[config.mk]
export PLATFORM = sky130hd
export DESIGN_NAME = bracket_nesting_checker_unit
export DESIGN_NICKNAME = d
export VERILOG_FILES = /design/src/rtl/core/bnc_pkg.sv /design/src/rtl/core/bnc_front.sv /design/src/rtl/core/bnc_queue.sv /design/src/rtl/core/bnc_back.sv /design/src/rtl/core/bracket_nesting_checker_unit.sv
export SDC_FILE = /design/constraint.sdc
export NUM_CORES = 1
export LEC_CHECK = 0
export ABC_CLOCK_PERIOD_IN_PS = 4700
export BUFFER_PORTS_ARGS = -buffer_cell sky130_fd_sc_hd__buf_2
export CORE_MARGIN = 2
export CORE_UTILIZATION = 31
export DETAILED_ROUTE_END_ITERATION = 10
export SYNTH_ARGS = -nofsm -noshare
export SYNTH_HDL_FRONTEND = slang
export SYNTH_SLANG_ARGS = --single-unit
[constraint.sdc]
create_clock -name clk -period 4.7 [get_ports clk]
set_input_delay 0.235 -clock clk [delete_from_list [all_inputs] [get_ports clk]]
set_output_delay 0.235 -clock clk [all_outputs]
set_load 0.03 [all_outputs]
[src/rtl/core/bnc_pkg.sv]
// shared types and constants of the bracket nesting checker
package bnc_pkg;

    // bracket stack geometry
    localparam int STACK_DEPTH = 128;
    localparam int CNT_W       = $clog2(STACK_DEPTH + 1);
    localparam int ADDR_W      = $clog2(STACK_DEPTH);

    // queue between front and back
    localparam int QUEUE_DEPTH = 4;
    localparam int QPTR_W      = $clog2(QUEUE_DEPTH);
    localparam int QCNT_W      = $clog2(QUEUE_DEPTH + 1);

    // bracket characters
    localparam logic [7:0] CH_LROUND  = 8'h28;
    localparam logic [7:0] CH_RROUND  = 8'h29;
    localparam logic [7:0] CH_LCURLY  = 8'h7B;
    localparam logic [7:0] CH_RCURLY  = 8'h7D;
    localparam logic [7:0] CH_LSQUARE = 8'h5B;
    localparam logic [7:0] CH_RSQUARE = 8'h5D;

    // bracket kinds as held on the stack
    localparam logic [1:0] KIND_ROUND  = 2'd0;
    localparam logic [1:0] KIND_CURLY  = 2'd1;
    localparam logic [1:0] KIND_SQUARE = 2'd2;
    localparam logic [1:0] KIND_NONE   = 2'd3;

    // verdict status codes
    typedef enum logic [1:0] {
        ST_OK       = 2'd0,
        ST_MISMATCH = 2'd1,
        ST_OPEN     = 2'd2,
        ST_OVERFLOW = 2'd3
    } status_t;

    // stack operation decoded from one byte
    typedef enum logic [1:0] {
        OP_NONE = 2'd0,
        OP_PUSH = 2'd1,
        OP_POP  = 2'd2
    } op_t;

    // one decoded item travelling through the queue
    typedef struct packed {
        op_t        op;
        logic [1:0] kind;
        logic       last;
    } item_t;

endpackage

[src/rtl/core/bnc_front.sv]
// front part: takes byte beats and decodes them into stack operations
module bnc_front (
    input  logic              char_valid,
    output logic              char_ready,
    input  logic [7:0]        char_in,
    input  logic              is_last,
    input  logic              q_full,
    output logic              q_push,
    output bnc_pkg::item_t    q_item
);

    // byte decode
    always_comb
    begin
        q_item.last = is_last;
        case (char_in)
            bnc_pkg::CH_LROUND:
            begin
                q_item.op   = bnc_pkg::OP_PUSH;
                q_item.kind = bnc_pkg::KIND_ROUND;
            end
            bnc_pkg::CH_LCURLY:
            begin
                q_item.op   = bnc_pkg::OP_PUSH;
                q_item.kind = bnc_pkg::KIND_CURLY;
            end
            bnc_pkg::CH_LSQUARE:
            begin
                q_item.op   = bnc_pkg::OP_PUSH;
                q_item.kind = bnc_pkg::KIND_SQUARE;
            end
            bnc_pkg::CH_RROUND:
            begin
                q_item.op   = bnc_pkg::OP_POP;
                q_item.kind = bnc_pkg::KIND_ROUND;
            end
            bnc_pkg::CH_RCURLY:
            begin
                q_item.op   = bnc_pkg::OP_POP;
                q_item.kind = bnc_pkg::KIND_CURLY;
            end
            bnc_pkg::CH_RSQUARE:
            begin
                q_item.op   = bnc_pkg::OP_POP;
                q_item.kind = bnc_pkg::KIND_SQUARE;
            end
            default:
            begin
                q_item.op   = bnc_pkg::OP_NONE;
                q_item.kind = bnc_pkg::KIND_NONE;
            end
        endcase
    end

    // accept whenever the queue has room
    assign char_ready = !q_full;
    assign q_push     = char_valid && !q_full;

endmodule

[src/rtl/core/bnc_queue.sv]
// short queue of decoded items between front and back
module bnc_queue (
    input  logic                 clk,
    input  logic                 rst_n,
    input  logic                 push,
    input  bnc_pkg::item_t       push_item,
    output logic                 full,
    input  logic                 pop,
    output logic                 head_valid,
    output bnc_pkg::item_t       head_item
);

    bnc_pkg::item_t                   slot_reg [bnc_pkg::QUEUE_DEPTH];
    logic [bnc_pkg::QPTR_W-1:0]       wr_ptr_reg, wr_ptr_next;
    logic [bnc_pkg::QPTR_W-1:0]       rd_ptr_reg, rd_ptr_next;
    logic [bnc_pkg::QCNT_W-1:0]       cnt_reg, cnt_next;

    assign full       = (cnt_reg == bnc_pkg::QCNT_W'(bnc_pkg::QUEUE_DEPTH));
    assign head_valid = (cnt_reg != '0);
    assign head_item  = slot_reg[rd_ptr_reg];

    // pointer and fill count update
    always_comb
    begin
        wr_ptr_next = push ? wr_ptr_reg + 1'b1 : wr_ptr_reg;
        rd_ptr_next = pop  ? rd_ptr_reg + 1'b1 : rd_ptr_reg;
        cnt_next    = cnt_reg;
        if (push && !pop)
        begin
            cnt_next = cnt_reg + 1'b1;
        end
        else if (pop && !push)
        begin
            cnt_next = cnt_reg - 1'b1;
        end
    end

    always_ff @(posedge clk or negedge rst_n)
    begin
        if (!rst_n)
        begin
            wr_ptr_reg <= '0;
            rd_ptr_reg <= '0;
            cnt_reg    <= '0;
        end
        else
        begin
            wr_ptr_reg <= wr_ptr_next;
            rd_ptr_reg <= rd_ptr_next;
            cnt_reg    <= cnt_next;
        end
    end

    // payload slots
    always_ff @(posedge clk)
    begin
        if (push)
        begin
            slot_reg[wr_ptr_reg] <= push_item;
        end
    end

endmodule

[src/rtl/core/bnc_back.sv]
// back part: bracket stack, sticky failure code and result register
module bnc_back (
    input  logic              clk,
    input  logic              rst_n,
    input  logic              head_valid,
    input  bnc_pkg::item_t    head_item,
    output logic              pop,
    output logic              result_valid,
    input  logic              result_ready,
    output logic              balanced,
    output logic [1:0]        status
);

    // stack storage below the top entry
    logic [1:0]                    mem [bnc_pkg::STACK_DEPTH];
    logic [1:0]                    rd_data_reg;
    logic                          byp_reg;
    logic [1:0]                    byp_data_reg;

    // top entry, count and failure
    logic [1:0]                    tos_reg, tos_next;
    logic [bnc_pkg::CNT_W-1:0]     count_reg, count_next;
    bnc_pkg::status_t              fail_reg, fail_next;

    // result register
    logic                          res_valid_reg, res_valid_next;
    logic                          bal_reg;
    bnc_pkg::status_t              stat_reg;

    logic                          slot_free;
    logic                          wr_en;
    logic [bnc_pkg::ADDR_W-1:0]    wr_addr;
    logic [bnc_pkg::CNT_W-1:0]     wr_addr_full;
    logic [bnc_pkg::ADDR_W-1:0]    rd_addr;
    logic [bnc_pkg::CNT_W-1:0]     rd_addr_full;
    logic [1:0]                    below;
    logic [bnc_pkg::CNT_W-1:0]     cnt_upd;
    bnc_pkg::status_t              fail_upd;
    bnc_pkg::status_t              verdict;

    // a final beat needs the result slot, other beats go straight through
    assign slot_free = !res_valid_reg || result_ready;
    assign pop       = head_valid && (!head_item.last || slot_free);

    // entry just under the top, forwarded if it was written last cycle
    assign below = byp_reg ? byp_data_reg : rd_data_reg;

    assign wr_addr_full = count_reg - bnc_pkg::CNT_W'(1);
    assign wr_addr      = wr_addr_full[bnc_pkg::ADDR_W-1:0];

    // stack step for the head item
    always_comb
    begin
        fail_upd = fail_reg;
        cnt_upd  = count_reg;
        tos_next = tos_reg;
        wr_en    = 1'b0;
        if (pop && (fail_reg == bnc_pkg::ST_OK))
        begin
            case (head_item.op)
                bnc_pkg::OP_PUSH:
                begin
                    if (count_reg == bnc_pkg::CNT_W'(bnc_pkg::STACK_DEPTH))
                    begin
                        fail_upd = bnc_pkg::ST_OVERFLOW;
                    end
                    else
                    begin
                        wr_en    = (count_reg != '0);
                        tos_next = head_item.kind;
                        cnt_upd  = count_reg + 1'b1;
                    end
                end
                bnc_pkg::OP_POP:
                begin
                    if (count_reg == '0)
                    begin
                        fail_upd = bnc_pkg::ST_MISMATCH;
                    end
                    else
                    begin
                        cnt_upd  = count_reg - 1'b1;
                        tos_next = below;
                        if (tos_reg != head_item.kind)
                        begin
                            fail_upd = bnc_pkg::ST_MISMATCH;
                        end
                    end
                end
                default:
                begin
                    fail_upd = fail_reg;
                end
            endcase
        end
    end

    // verdict after this beat
    always_comb
    begin
        if (fail_upd != bnc_pkg::ST_OK)
        begin
            verdict = fail_upd;
        end
        else if (cnt_upd != '0)
        begin
            verdict = bnc_pkg::ST_OPEN;
        end
        else
        begin
            verdict = bnc_pkg::ST_OK;
        end
    end

    // final beat clears the expression state
    always_comb
    begin
        if (pop && head_item.last)
        begin
            count_next = '0;
            fail_next  = bnc_pkg::ST_OK;
        end
        else
        begin
            count_next = cnt_upd;
            fail_next  = fail_upd;
        end
    end

    assign rd_addr_full = count_next - bnc_pkg::CNT_W'(2);
    assign rd_addr      = rd_addr_full[bnc_pkg::ADDR_W-1:0];

    // result slot
    always_comb
    begin
        res_valid_next = res_valid_reg;
        if (pop && head_item.last)
        begin
            res_valid_next = 1'b1;
        end
        else if (result_ready)
        begin
            res_valid_next = 1'b0;
        end
    end

    always_ff @(posedge clk or negedge rst_n)
    begin
        if (!rst_n)
        begin
            count_reg     <= '0;
            fail_reg      <= bnc_pkg::ST_OK;
            res_valid_reg <= 1'b0;
        end
        else
        begin
            count_reg     <= count_next;
            fail_reg      <= fail_next;
            res_valid_reg <= res_valid_next;
        end
    end

    // payload registers
    always_ff @(posedge clk)
    begin
        tos_reg <= tos_next;
        if (pop && head_item.last)
        begin
            bal_reg  <= (verdict == bnc_pkg::ST_OK);
            stat_reg <= verdict;
        end
    end

    // stack memory with registered read and write forwarding
    always_ff @(posedge clk)
    begin
        if (wr_en)
        begin
            mem[wr_addr] <= tos_reg;
        end
        rd_data_reg  <= mem[rd_addr];
        byp_reg      <= wr_en && (wr_addr == rd_addr);
        byp_data_reg <= tos_reg;
    end

    assign result_valid = res_valid_reg;
    assign balanced     = bal_reg;
    assign status       = stat_reg;

endmodule

[src/rtl/core/bracket_nesting_checker_unit.sv]
// Bracket nesting checker: takes one text byte per beat and, on the beat
// flagged is_last, gives one result with the verdict (balanced) and a status
// (ok, mismatch or stray close, left open, overflow). It sustains one byte per
// clock: the front decodes each byte into a push, a pop or nothing, a
// four-entry queue carries it to the back, and the back does one stack step
// per cycle on a 128 x 2-bit memory with a registered read, keeping the top
// entry in a register and forwarding a just-written entry. The final byte is
// registered in the queue and then, when the result slot is free, in the
// result register that drives the result beat; while an earlier result is
// still held, the final byte waits at the head of the queue, and once the
// queue is full the input stalls. The stack needs no clearing after reset or
// between expressions: only entries below the count are ever used.
module bracket_nesting_checker_unit (
    input  logic        clk,
    input  logic        rst_n,
    input  logic        char_valid,
    output logic        char_ready,
    input  logic [7:0]  char_in,
    input  logic        is_last,
    output logic        result_valid,
    input  logic        result_ready,
    output logic        balanced,
    output logic [1:0]  status
);

    logic             q_full;
    logic             q_push;
    bnc_pkg::item_t   q_item;
    logic             q_pop;
    logic             head_valid;
    bnc_pkg::item_t   head_item;

    // byte decode
    bnc_front u_front (
        .char_valid (char_valid),
        .char_ready (char_ready),
        .char_in    (char_in),
        .is_last    (is_last),
        .q_full     (q_full),
        .q_push     (q_push),
        .q_item     (q_item)
    );

    // decoupling queue
    bnc_queue u_queue (
        .clk        (clk),
        .rst_n      (rst_n),
        .push       (q_push),
        .push_item  (q_item),
        .full       (q_full),
        .pop        (q_pop),
        .head_valid (head_valid),
        .head_item  (head_item)
    );

    // stack and verdict
    bnc_back u_back (
        .clk          (clk),
        .rst_n        (rst_n),
        .head_valid   (head_valid),
        .head_item    (head_item),
        .pop          (q_pop),
        .result_valid (result_valid),
        .result_ready (result_ready),
        .balanced     (balanced),
        .status       (status)
    );

endmodule

==> impl_metrics.json <==
{
  "synth.ff_latch_count": 304,
  "setup-violations-final": 0,
  "drv_slew": 0,
  "dpl.hpwl_mm": 22.6,
  "avgSynthCellArea_um2": 12.8,
  "synth_edf_count": 281,
  "clock_latency_ns": 0.53,
  "yosysSeqAreaShare": 0.662,
  "max_cap_violations": 0,
  "dr.pass1.iters": 7,
  "clockBufferDepth": 3,
  "placedCellCount": 1651,
  "mappedNetlistArea_um2": 13600,
  "syn_nets": 1087,
  "drive_gt1_frac": 0.141,
  "period_needed_ns": 4.38,
  "synth_top_area_frac": 0.621,
  "worstPathArrival_ns": 4.83,
  "drt-vias-per-instance": 5.39,
  "cts-root-buf": "clkbuf_16",
  "io_pins": 18,
  "fin_nets": 1130,
  "track_usage": 0.165,
  "crit_path_end_kind": "flip-flop",
  "syn_inst": 1063,
  "finalClockSkew_ns": 0.0206,
  "post-route-period-util": 0.932,
  "cts.sinks": 304,
  "numCtsBuffers": 34,
  "port_buffers": 17,
  "grt.overflow.total": 0,
  "cts_tree": "done",
  "fmax_ghz": 0.228,
  "crit_required_ns": 5.15,
  "tightest_slew_ns": 1.07,
  "largest_reg_flops": 256,
  "async_reset_ff_frac": 0.0592,
  "grt_max_degree": 108,
  "yosysTopAreaCell": "edfxtp_1",
  "gp_congestion": 0.885,
  "die_x_um": 213,
  "hold_viol": 0,
  "ant_nets": 0,
  "drc": 0,
  "synth_most_common_cell": "edfxtp_1",
  "grt_pass1_vias": 9434,
  "core-area_um2": 43200,
  "stdcell_area_um2": 15700,
  "htree_levels": 2,
  "fillers": 4197,
  "startpoint_type": "flip-flop",
  "vias": 9236,
  "postPlaceCellArea_um2": 14600,
  "wirelength_mm": 36.8,
  "final_cells": 1714,
  "clk_pin_slew_ns": 0.06,
  "worstPathMaxFanout": 8,
  "synth_flop_cell": "edfxtp_1",
  "wl_per_cell_um": 21.5,
  "grt_pass1_wl_mm": 56.5,
  "hold_class": "in2reg",
  "syn_to_final_growth_pct": 15.4,
  "synthTopCellsByArea": "edfxtp_1, nor2_1, dfrtp_1",
  "post-route-util": 0.363,
  "drt-initial-drc-count": 919,
  "die-area_um2": 45500,
  "yosysWarningCount": 0,
  "die_h_um": 213,
  "rows": 76,
  "max_slew_margin": 0.285,
  "start_util": 0.315,
  "fin_setup_tns_ns": 0,
  "crit_type": "reg2reg",
  "status": "finished clean",
  "ys_top_cells_by_count": "edfxtp_1, nor2_1, nand2_1, clkbuf_1, o21ai_0",
  "grt_antenna_before_repair": 0,
  "num_antenna_cells": 0,
  "synth.distinct_cells": 78
}
## layout make-up
| cell class | count | area (µm²) | share of cell area |
|---|---|---|---|
| Clock buffer | 44 | 910 | 0.0580 |
| Inverter | 19 | 72.6 | 0.00463 |
| Tap cell | 585 | 732 | 0.0467 |
| Sequential cell | 304 | 8990 | 0.573 |
| Multi-Input combinational cell | 675 | 4280 | 0.273 |
| Timing Repair Buffer | 72 | 578 | 0.0369 |
| Clock inverter | 15 | 116 | 0.00742 |
## worst max-delay path, cell delays in order (launching register included)
cell and delay, ns:
dfrtp_1 0.41, mux4_2 0.54, inv_1 0.08, ha_2 0.28, nor3_2 0.26, nand2_1 0.12
a211o_1 0.33, a21oi_4 0.21, clkinv_1 0.15, ha_1 0.35, inv_2 0.17, buf_4 0.22
o21ai_0 0.10, o221ai_1 0.19, o21ai_0 0.19, a2111o_1 0.49, a41oi_1 0.22
## routing by layer
| metal | track usage | up-vias | routed length, µm |
|---|---|---|---|
| met5 | 0 | - | 0 |
| met4 | 0.0639 | 0 | 1220 |
| met3 | 0.0284 | 91 | 2640 |
| met2 | 0.274 | 345 | 17600 |
| met1 | 0.216 | 4658 | 15300 |
| li1 | - | 4142 | - |
## cells by family (layout without fill, tap and decap cells)
logic type / count (synthesis) / count (layout) / share of synthesized area
DFF: 304 / 304 / 0.662
AOI/OAI and AO/OA: 201 / 201 / 0.108
and+or+nand+nor: 382 / 382 / 0.126
xor gates and xnor gates: 27 / 27 / 0.0180
adders and majority gates: 11 / 11 / 0.0107
muxes: 54 / 54 / 0.0487
buffers and inverters: 84 / 150 / 0.0270
## what timing repair did
item,4_1_cts,5_1_grt
hold endpoints to repair,22,0
buffers inserted,0,2
hold buffers,2,0
gates resized for setup,0,4
setup endpoints to repair,0,2
## metrics by stage
stage | hold slack (ns) | setup slack (ns)
finish | 0.0225 | 0.320
CTS | 0.0162 | 0.136
global placement | 0.222 | 0.176
global route | 0.0582 | -0.00627
floorplan | -0.0606 | 0.0661
detailed placement | 0.229 | 0.145
## cells in the final DEF (no fill, tap or decap), types with 12 or more instances in the layout
master / Yosys / layout
nand3_1: 27 / 27
a31oi_1: 22 / 22
nand2_1: 116 / 116
inv_1: 18 / 16
xnor2_1: 18 / 17
o22ai_1: 21 / 21
mux2i_1: 29 / 29
dfrtp_1: 18 / 18
o221ai_1: 17 / 17
nor3_1: 13 / 12
a21oi_1: 19 / 19
clkbuf_16: 0 / 35
o21ai_0: 32 / 32
edfxtp_1: 281 / 281
o32ai_1: 20 / 20
nor2_1: 159 / 159
buf_2: 20 / 17
buf_4: 5 / 47
mux2_2: 17 / 17
## worst paths after layout
| path | from | endpoint | slack (ns) | cells after the start |
|---|---|---|---|---|
| worst max-delay path | u_queue.rd_ptr_reg[0] | u_back.rd_data_reg[0] | 0.32 | 16 |
| worst min-delay path | result_ready | u_back.result_valid | 0.02 | 3 |
| worst max register to register | u_queue.rd_ptr_reg[0] | u_back.rd_data_reg[0] | 0.32 | 16 |
| worst min register to register | u_queue.cnt_reg[2] | u_queue.cnt_reg[2] | 0.49 | 1 |
| max in group asynchronous | rst_n | u_back.fail_reg[0] | 4.16 | 2 |
| min in group asynchronous | rst_n | u_queue.wr_ptr_reg[0] | 0.21 | 2 |
Power is left out: the tool's default activity adds up to more than one toggle a clock period on the data nets, which glitch-free logic cannot reach.
